==> config.mk <==
export PLATFORM = sky130hd
export DESIGN_NAME = eqg_cordic
export DESIGN_NICKNAME = d
export VERILOG_FILES = /design/src/rtl/equatorial_to_galactic_converter_top_macros.svh /design/src/rtl/eqg_pkg.sv /design/src/rtl/eqg_cordic_cell.sv /design/src/rtl/eqg_cordic.sv
export SDC_FILE = /design/constraint.sdc
export NUM_CORES = 2
export LEC_CHECK = 0
export BUFFER_PORTS_ARGS = -buffer_cell sky130_fd_sc_hd__buf_2
export CAP_MARGIN = 30
export CORE_MARGIN = 2
export CORE_UTILIZATION = 50
export CTS_CLUSTER_SIZE = 16
export DETAILED_ROUTE_END_ITERATION = 8
export HOLD_SLACK_MARGIN = 0.02
export MAX_ROUTING_LAYER = met4
export PLACE_DENSITY = 0.69
export SLEW_MARGIN = 20
export SYNTH_ARGS = -nofsm -noshare
export SYNTH_HDL_FRONTEND = slang
export SYNTH_SLANG_ARGS = --single-unit
export TNS_END_PERCENT = 100
==> constraint.sdc <==
create_clock -name clk -period 6.75 [get_ports clk]
set_clock_uncertainty 0.05 [all_clocks]
set_input_delay 1.35 -clock clk [delete_from_list [all_inputs] [get_ports clk]]
set_output_delay 1.35 -clock clk [all_outputs]
set_load 0.1 [all_outputs]
==> src/rtl/equatorial_to_galactic_converter_top_macros.svh <==
// Assertion macros shared by the project.
`ifndef EQUATORIAL_TO_GALACTIC_CONVERTER_TOP_MACROS_SVH
`define EQUATORIAL_TO_GALACTIC_CONVERTER_TOP_MACROS_SVH
`ifndef SYNTHESIS
`define EQG_ASSERT_IMPLIES(label, clk, rst, a, b) \
  label: assert property (@(posedge clk) disable iff (rst) (a) |-> (b)) \
    else $error("assertion failed");
`define EQG_ASSERT_NEXT(label, clk, rst, a, b) \
  label: assert property (@(posedge clk) disable iff (rst) (a) |=> (b)) \
    else $error("assertion failed");
`else
`define EQG_ASSERT_IMPLIES(label, clk, rst, a, b)
`define EQG_ASSERT_NEXT(label, clk, rst, a, b)
`endif
`endif

==> src/rtl/eqg_pkg.sv <==
package eqg_pkg;

  localparam int Z_W               = 34;
  localparam int DEF_CORDIC_STAGES = 20;
  localparam int DEF_FRAC_BITS     = 16;

  localparam logic [22:0]        RA_DAY   = 23'd6291456;
  localparam logic signed [23:0] LAT_MAX  = 24'sd5898240;
  localparam logic [24:0]        LON_FULL = 25'd23592960;

  localparam logic [23:0] M3  = 24'd11184811;
  localparam logic [23:0] M45 = 24'd11930465;
  localparam logic [20:0] M90 = 21'd1491309;

  localparam logic signed [Z_W-1:0] HALF_TURN_Z = Z_W'(64'd2147483648);

  localparam longint unsigned Q30_ONE = 64'd1073741824;
  localparam longint unsigned Q_HALF  = 64'd5000000000;
  localparam longint unsigned Q_DEN   = 64'd10000000000;

  localparam longint GAIN_Q30 = longint'((64'd6072529350 * Q30_ONE + Q_HALF) / Q_DEN);
  localparam logic signed [31:0] GAIN_S = 32'(GAIN_Q30);

  localparam logic [31:0] AGM_00 = 32'((64'd548755604 * Q30_ONE + Q_HALF) / Q_DEN);
  localparam logic [31:0] AGM_01 = 32'((64'd4941094279 * Q30_ONE + Q_HALF) / Q_DEN);
  localparam logic [31:0] AGM_02 = 32'((64'd8676661490 * Q30_ONE + Q_HALF) / Q_DEN);
  localparam logic [31:0] AGM_10 = 32'((64'd8734370902 * Q30_ONE + Q_HALF) / Q_DEN);
  localparam logic [31:0] AGM_11 = 32'((64'd4448296300 * Q30_ONE + Q_HALF) / Q_DEN);
  localparam logic [31:0] AGM_12 = 32'((64'd1980763734 * Q30_ONE + Q_HALF) / Q_DEN);
  localparam logic [31:0] AGM_20 = 32'((64'd4838350155 * Q30_ONE + Q_HALF) / Q_DEN);
  localparam logic [31:0] AGM_21 = 32'((64'd7469822445 * Q30_ONE + Q_HALF) / Q_DEN);
  localparam logic [31:0] AGM_22 = 32'((64'd4559837762 * Q30_ONE + Q_HALF) / Q_DEN);

  localparam logic signed [31:0] AG [3][3] = '{
    '{32'sd0 - $signed(AGM_00), $signed(AGM_01), 32'sd0 - $signed(AGM_02)},
    '{32'sd0 - $signed(AGM_10), 32'sd0 - $signed(AGM_11), 32'sd0 - $signed(AGM_12)},
    '{32'sd0 - $signed(AGM_20), $signed(AGM_21), $signed(AGM_22)}
  };

  function automatic logic [31:0] atan_angle(input int idx);
    logic [31:0] a;
    case (idx)
      0:  a = 32'd536870912;
      1:  a = 32'd316933406;
      2:  a = 32'd167458907;
      3:  a = 32'd85004756;
      4:  a = 32'd42667331;
      5:  a = 32'd21354465;
      6:  a = 32'd10679838;
      7:  a = 32'd5340245;
      8:  a = 32'd2670163;
      9:  a = 32'd1335087;
      10: a = 32'd667544;
      11: a = 32'd333772;
      12: a = 32'd166886;
      13: a = 32'd83443;
      14: a = 32'd41722;
      15: a = 32'd20861;
      16: a = 32'd10430;
      17: a = 32'd5215;
      18: a = 32'd2608;
      19: a = 32'd1304;
      20: a = 32'd652;
      21: a = 32'd326;
      22: a = 32'd163;
      23: a = 32'd81;
      24: a = 32'd41;
      25: a = 32'd20;
      26: a = 32'd10;
      27: a = 32'd5;
      28: a = 32'd3;
      29: a = 32'd1;
      30: a = 32'd1;
      default: a = 32'd0;
    endcase
    return a;
  endfunction

  // fraction of the right ascension angle left over after dividing by three
  function automatic logic [10:0] ra_frac(input logic [1:0] r);
    logic [10:0] f;
    case (r)
      2'd1:    f = 11'd683;
      2'd2:    f = 11'd1365;
      default: f = 11'd0;
    endcase
    return f;
  endfunction

endpackage

==> src/rtl/eqg_cordic_cell.sv <==
module eqg_cordic_cell
  import eqg_pkg::*;
#(
  parameter int W         = DEF_FRAC_BITS + 3,
  parameter int SBW       = 1,
  parameter int SHIFT     = 0,
  parameter bit VECTORING = 1'b0
) (
  input  logic                  clk,
  input  logic                  rst,
  input  logic                  en,
  input  logic signed [W-1:0]   x_in,
  input  logic signed [W-1:0]   y_in,
  input  logic signed [Z_W-1:0] z_in,
  input  logic [SBW-1:0]        sb_in,
  output logic signed [W-1:0]   x,
  output logic signed [W-1:0]   y,
  output logic signed [Z_W-1:0] z,
  output logic [SBW-1:0]        sb
);

  localparam logic signed [Z_W-1:0] ATAN = Z_W'(atan_angle(SHIFT));

  logic signed [W-1:0] xs, ys;
  logic                ccw;

  assign xs  = x_in >>> SHIFT;
  assign ys  = y_in >>> SHIFT;
  assign ccw = VECTORING ? !(y_in > 0) : !z_in[Z_W-1];

  always_ff @(posedge clk) begin
    if (en) begin
      x <= ccw ? x_in - ys : x_in + ys;
      y <= ccw ? y_in + xs : y_in - xs;
      z <= ccw ? z_in - ATAN : z_in + ATAN;
    end
  end

  always_ff @(posedge clk) begin
    if (rst) begin
      sb <= '0;
    end else if (en) begin
      sb <= sb_in;
    end
  end

endmodule

==> src/rtl/eqg_cordic.sv <==
module eqg_cordic
  import eqg_pkg::*;
#(
  parameter int STAGES    = DEF_CORDIC_STAGES,
  parameter int W         = DEF_FRAC_BITS + 3,
  parameter int SBW       = 1,
  parameter bit VECTORING = 1'b0
) (
  input  logic                  clk,
  input  logic                  rst,
  input  logic                  en,
  input  logic signed [W-1:0]   x_in,
  input  logic signed [W-1:0]   y_in,
  input  logic signed [Z_W-1:0] z_in,
  input  logic [SBW-1:0]        sb_in,
  output logic signed [W-1:0]   x,
  output logic signed [W-1:0]   y,
  output logic signed [Z_W-1:0] z,
  output logic [SBW-1:0]        sb
);

  logic signed [W-1:0]   xa  [STAGES+1];
  logic signed [W-1:0]   ya  [STAGES+1];
  logic signed [Z_W-1:0] za  [STAGES+1];
  logic [SBW-1:0]        sba [STAGES+1];

  assign xa[0]  = x_in;
  assign ya[0]  = y_in;
  assign za[0]  = z_in;
  assign sba[0] = sb_in;

  for (genvar i = 0; i < STAGES; i++) begin : g_cell
    eqg_cordic_cell #(
      .W(W), .SBW(SBW), .SHIFT(i), .VECTORING(VECTORING)
    ) u_cell (
      .clk(clk), .rst(rst), .en(en),
      .x_in(xa[i]), .y_in(ya[i]), .z_in(za[i]), .sb_in(sba[i]),
      .x(xa[i+1]), .y(ya[i+1]), .z(za[i+1]), .sb(sba[i+1])
    );
  end

  assign x  = xa[STAGES];
  assign y  = ya[STAGES];
  assign z  = za[STAGES];
  assign sb = sba[STAGES];

endmodule

# Word level (Yosys, flattened, before mapping)
# Index checks and enable logic that the tools add are counted.
op_classes:
  muxes: 60
  add_sub_neg: 119
op_table:
  columns: ["operator", "count"]
  rows:
  - ["2-to-1 mux 19 bit", 40]
  - ["2-to-1 mux 34 bit", 20]
  - ["adder 19 x 1 -> 19 bit", 4]
  - ["subtractor 19 x 1 -> 19 bit", 4]
  - ["adder 19 x 10 -> 19 bit", 2]
  - ["adder 19 x 11 -> 19 bit", 2]
  - ["adder 19 x 12 -> 19 bit", 2]
  - ["adder 19 x 13 -> 19 bit", 2]
  - ["adder 19 x 14 -> 19 bit", 2]
  - ["adder 19 x 15 -> 19 bit", 2]
  - ["adder 19 x 16 -> 19 bit", 2]
  - ["adder 19 x 17 -> 19 bit", 2]
  - ["adder 19 x 18 -> 19 bit", 2]
  - ["adder 19 x 2 -> 19 bit", 2]
  - ["adder 19 x 3 -> 19 bit", 2]
  - ["adder 19 x 4 -> 19 bit", 2]
  - ["adder 19 x 5 -> 19 bit", 2]
  - ["adder 19 x 6 -> 19 bit", 2]
  - ["adder 19 x 7 -> 19 bit", 2]
  - ["adder 19 x 8 -> 19 bit", 2]
  - ["adder 19 x 9 -> 19 bit", 2]
  - ["subtractor 19 x 10 -> 19 bit", 2]
  - ["subtractor 19 x 11 -> 19 bit", 2]
  - ["subtractor 19 x 12 -> 19 bit", 2]
  - ["other kinds (56)", 71]
word_totals:
  wordCells: 259
  inputBits: 76
  reg_bits: 1460

# Longest topological paths before layout
depth:
  ltp_word: 2
  ltp_mapped: 18
  depth_no_buf: 18

# By module
# Synthesis repeated with hierarchy kept, for this count alone.
hier_totals:
  cells_unflattened: 12273
  area_unflattened_um2: 120226.6
modules_own_cells:
  columns: ["mod", "cells_each", "instances", "seq_area_each_um2", "area_per_inst_um2"]
  rows:
  - ["eqg_cordic_cell (g_cell[1].u_cell)", 690, 1, 2182.1, 6454.9]
  - ["eqg_cordic_cell (g_cell[2].u_cell)", 665, 1, 2182.1, 6394.9]
  - ["eqg_cordic_cell (g_cell[13].u_cell)", 652, 1, 2182.1, 6284.8]
  - ["eqg_cordic_cell (g_cell[6].u_cell)", 653, 1, 2182.1, 6243.5]
  - ["eqg_cordic_cell (g_cell[5].u_cell)", 648, 1, 2182.1, 6242.2]
  - ["eqg_cordic_cell (g_cell[7].u_cell)", 642, 1, 2182.1, 6192.2]
  - ["eqg_cordic_cell (g_cell[4].u_cell)", 633, 1, 2182.1, 6190.9]
  - ["eqg_cordic_cell (g_cell[3].u_cell)", 640, 1, 2182.1, 6180.9]
  - ["eqg_cordic_cell (g_cell[8].u_cell)", 636, 1, 2182.1, 6149.6]
  - ["eqg_cordic_cell (g_cell[14].u_cell)", 635, 1, 2182.1, 6134.6]
  - ["eqg_cordic_cell (g_cell[10].u_cell)", 640, 1, 2182.1, 6092.1]
  - ["eqg_cordic_cell (g_cell[9].u_cell)", 624, 1, 2182.1, 6068.3]
  - ["eqg_cordic_cell (g_cell[17].u_cell)", 609, 1, 2182.1, 6002.0]
  - ["eqg_cordic_cell (g_cell[15].u_cell)", 600, 1, 2182.1, 5953.2]
  - ["6 more rows", null, null, null, null]

# Worst setup path before layout
# No wires, ideal clock.
synth_path:
  path_type: "register to register"
  start: "reg g_cell[5].u_cell.z[33]"
  end: "reg g_cell[6].u_cell.z[30] (data pin)"
  setup_ns: 0.262
  setup_slack_ns: 2.308
  required_time_ns: 6.438
  t_arrival_ns: 4.130
  stages_incl_launch_ff: 13
  cell_sequence: "edfxtp_1 > clkbuf_1 > clkinv_1 > ha_1 > and3_1 > a221o_1 > o41a_1 > a211oi_2 > a21oi_1 > a221o_1 > a21oi_1 > o21ai_1 > xor2_1"
synth_via:
  elab_chain_len: 1
synth_rtl:
  columns: ["element", "line", "text"]
  rows:
  - ["start: declaration", "eqg_cordic_cell.sv:18", "output logic signed [Z_W-1:0] z,"]
  - ["start signal: assignment", "eqg_cordic_cell.sv:35", "z <= ccw ? z_in - ATAN : z_in + ATAN;"]
  - ["2-to-1 mux 34 bit", "eqg_cordic_cell.sv:35", null]
  - ["end signal: assignment", "eqg_cordic_cell.sv:35", null]
  - ["end: declaration", "eqg_cordic_cell.sv:18", null]
# No other way between the ends.
# A chain may end at the register's enable or synchronous reset.

# Final worst setup path
layout_path:
  start: "reg g_cell[6].u_cell.z[33]"
  end: "reg g_cell[7].u_cell.x[17] (data pin)"
layout_via:
  elab_chain_len: 1
layout_rtl:
  columns: ["element", "line", "text"]
  rows:
  - ["2-to-1 mux 19 bit", "eqg_cordic_cell.sv:33", "x <= ccw ? x_in - ys : x_in + ys;"]
  - ["end signal: assignment", "eqg_cordic_cell.sv:33", null]
  - ["end: declaration", "eqg_cordic_cell.sv:16", "output logic signed [W-1:0] x,"]
# No other way between the ends.

==> summary.md <==
| Metric | Value |
|---|---|
| Slew @ Worst Pin | 1.12 ns |
| Initial Utilization | 0.503 |
| DRC | 0 |
| Simple logic cell fraction of the synthesized area | 0.125 |
| Total wire length | 245000 um |
| Root buf cell | clkbuf_16 |
| Max-cap check violation count | 0 |
| 1st-iter DRT viols | 4913 |
| Dominant cell type by area after synthesis | edfxtp_1 |
| Adder-Cell Fraction of Synth Area | 0.167 |
| CP Launch Type | register |
| Vias per cell | 5.74 |
| Worst Slack Setup Final | 2.09 ns |
| Area grow syn2layout | 9.13% |
| PortBufs | 148 |
| Routed len/inst | 16.6 um |
| TritonCTS clock tree | built |
| Mapped cell area | 113000 sq um |
| Tmin final | 4.66 ns |
| CTS H-tree lvls | 4 |
| First-pass DRT Iterations | 7 |
| Pre-CTS worst setup slack | 2.12 ns |
| Post-synth EDFFs | 1439 |
| Maximum clock frequency | 0.215 GHz |
| Hold-fix buffers, CTS | 0 |
| Synth unique cells | 94 |
| Tot GR Track Use | 0.214 |
| Chip Width | 480 um |
| Synth Area in Compound Gates | 0.182 |
| Xor and xnor area share after synthesis | 0.105 |
| Final core occ | 0.549 |
| Post-detailed-placement half-perimeter wirelength | 188000 um |
| Via count | 84700 |
| Hold crit path type | register to register |
| Max Transition Viols Final | 0 |
| Mapped Cells | 11400 |
| Setup Total Neg Slack | 0 ns |
| Buffer depth of the longest clock path | 3 |
| Initial antenna violation count | 1 |
| Layout cells sized above 1 | 0.0508 |
| Final ANT Viol Nets | 0 |
| Main synth FF type | edfxtp_1 |
| Core region area | 225000 sq um |
| #FFs+latches synth | 1459 |
| Period utilisation layout | 0.690 |
| Crit path max fanout | 29 |
| Post_cts resized | 0 |
| Reg clk slew, reported paths | 0.06 ns |
| Slew headroom | 0.256 |
| Status | finished, final reports clean |
| Crit path required time | 7.26 ns |
| Dpl cells | 14400 |
| Setup Viol. Count Final | 0 |
| Post-CTS Setup Bufs | 0 |
| Global-route wire length before repair | 403000 um |
| Mapped Nets | 12900 |
| Die Y | 480 um |
| Worst-skew pair later-pin latency | 0.82 ns |
| Post-synth ARST share | 0 |
| Main area contributors after synthesis | edfxtp_1 38%, ha_1 16%, xnor2_1 7.4% |
| RSZ-0062 raised after global routing | false |
| Yosys Warn Count | 0 |
| R2R setup slack | 2.09 ns |
| Fin cells | 14800 |
| Post-synth top cells | 1439 x edfxtp_1, 1414 x ha_1, 1104 x a21oi_1, 964 x nor2_1, 957 x xnor2_1 |
| Total grt overflow | 0 |
| Avg Inst Size Synth | 9.96 sq um |
| Hold Fails Final Rpt | 0 |
| Ports | 149 |
| Sequential fraction of the synthesis area | 0.385 |
| Critical path capture point type | register |
| Row Count | 174 |
| Number of global-route vias before repair | 84300 |
| Largest family of logic cells by synthesized area | compound AO/OA/AOI/OAI gates |
| Largest net degree at the start of global routing | 182 |
| Die area | 230000 sq um |
| Clock net sink count | 1459 |
| Top-area cell type share of the netlist area | 0.382 |
| Post-synthesis mux area share | 0.00858 |
| Worst EP arrival | 5.17 ns |
| Kind of critical path | register to register |
| Num CTS Buffers | 172 |
| Fin nets | 13200 |
| Final Wtd Congestion | 0.909 |
| Top-count cell post-synth | edfxtp_1 |
stage by stage:
stage / hold slack, ns / cell area, sq um
after floorplan: 0.350 / 113000
after global placement: 0.350 / 118000
after detailed placement: 0.356 / 118000
after CTS: 0.367 / 123000
after global routing: 0.378 / 124000
final: 0.368 / 124000
critical path, cell delays in order, from the launching register on:
cell	delay [ns]
edfxtp_1	0.71
buf_4	0.41
mux2_2	0.41
ha_1	0.28
a21o_1	0.16
a21oi_1	0.23
nor2b_1	0.08
o21a_1	0.18
o41ai_1	0.59
o21ai_1	0.24
o41ai_1	0.45
o21ai_1	0.16
o41ai_1	0.35
xnor2_1	0.10
worst paths after layout:
path                           from                      to  depth (start not counted)
max          g_cell[6].u_cell.z[33]  g_cell[7].u_cell.x[17]                         13
min           g_cell[2].u_cell.z[1]   g_cell[3].u_cell.z[1]                          0
max reg2reg  g_cell[6].u_cell.z[33]  g_cell[7].u_cell.x[17]                         13
min reg2reg   g_cell[2].u_cell.z[1]   g_cell[3].u_cell.z[1]                          0
registers in the layout (all words and copies together) (netlist names):
register	cells
g_cell.u_cell.y	380
g_cell.u_cell.sb	20
g_cell.u_cell.x	379
g_cell.u_cell.z	680
routing by layer:
layer  vias to the layer above  wire (um)  share of wire  global-route usage
li1                      42700          -              -                   -
met1                     40000     100000           0.41               0.233
met2                      1461     129000           0.53               0.398
met3                       527       7360          0.030              0.0246
met4                         0       8170          0.033              0.0733
met5                         -          0              0                   -
placed cells by master, fill, tap and decap left out, types with 45 or more instances in the layout:
cell type / instances
buf_2: 147
a21oi_1: 1104
ha_1: 1414
a211oi_1: 95
nand4_1: 62
edfxtp_1: 1439
o21bai_1: 202
mux2i_1: 70
nand2b_1: 124
or3_1: 87
nor2_1: 964
nor2b_1: 166
nand2_1: 554
and2_1: 70
inv_1: 696
xnor2_1: 957
o21ai_1: 156
nand3_1: 236
a31oi_1: 114
clkbuf_16: 175
buf_4: 45
o21ai_0: 363
a21boi_1: 50
xor2_1: 387
o21a_1: 149
a21o_1: 446
and3_1: 149
o31ai_1: 46
o211ai_1: 50
fa_1: 61
nor3_1: 345
final cells by class:
cell class                 instances  area [sq um]
multi-input combinational       9073         66400
timing repair buffer             210          1390
inverter                         702          2640
clock buffer                     196          4460
antenna                            1          2.50
sequential                      1459         43600
clock inverter                   121          1230
tap                             2992          3740
fill                           19200        101000
logic make-up after synthesis:
kind of cell,count (synthesis)
adders and majority gates,1475
buffers and inverters,833
and+or+nand+nor,2942
AOI/OAI and AO/OA,3215
xor gates and xnor gates,1347
muxes,94
DFF,1459
Power is not shown: default switching activity piles up to over one toggle a cycle in this logic, so the estimate is an artifact.
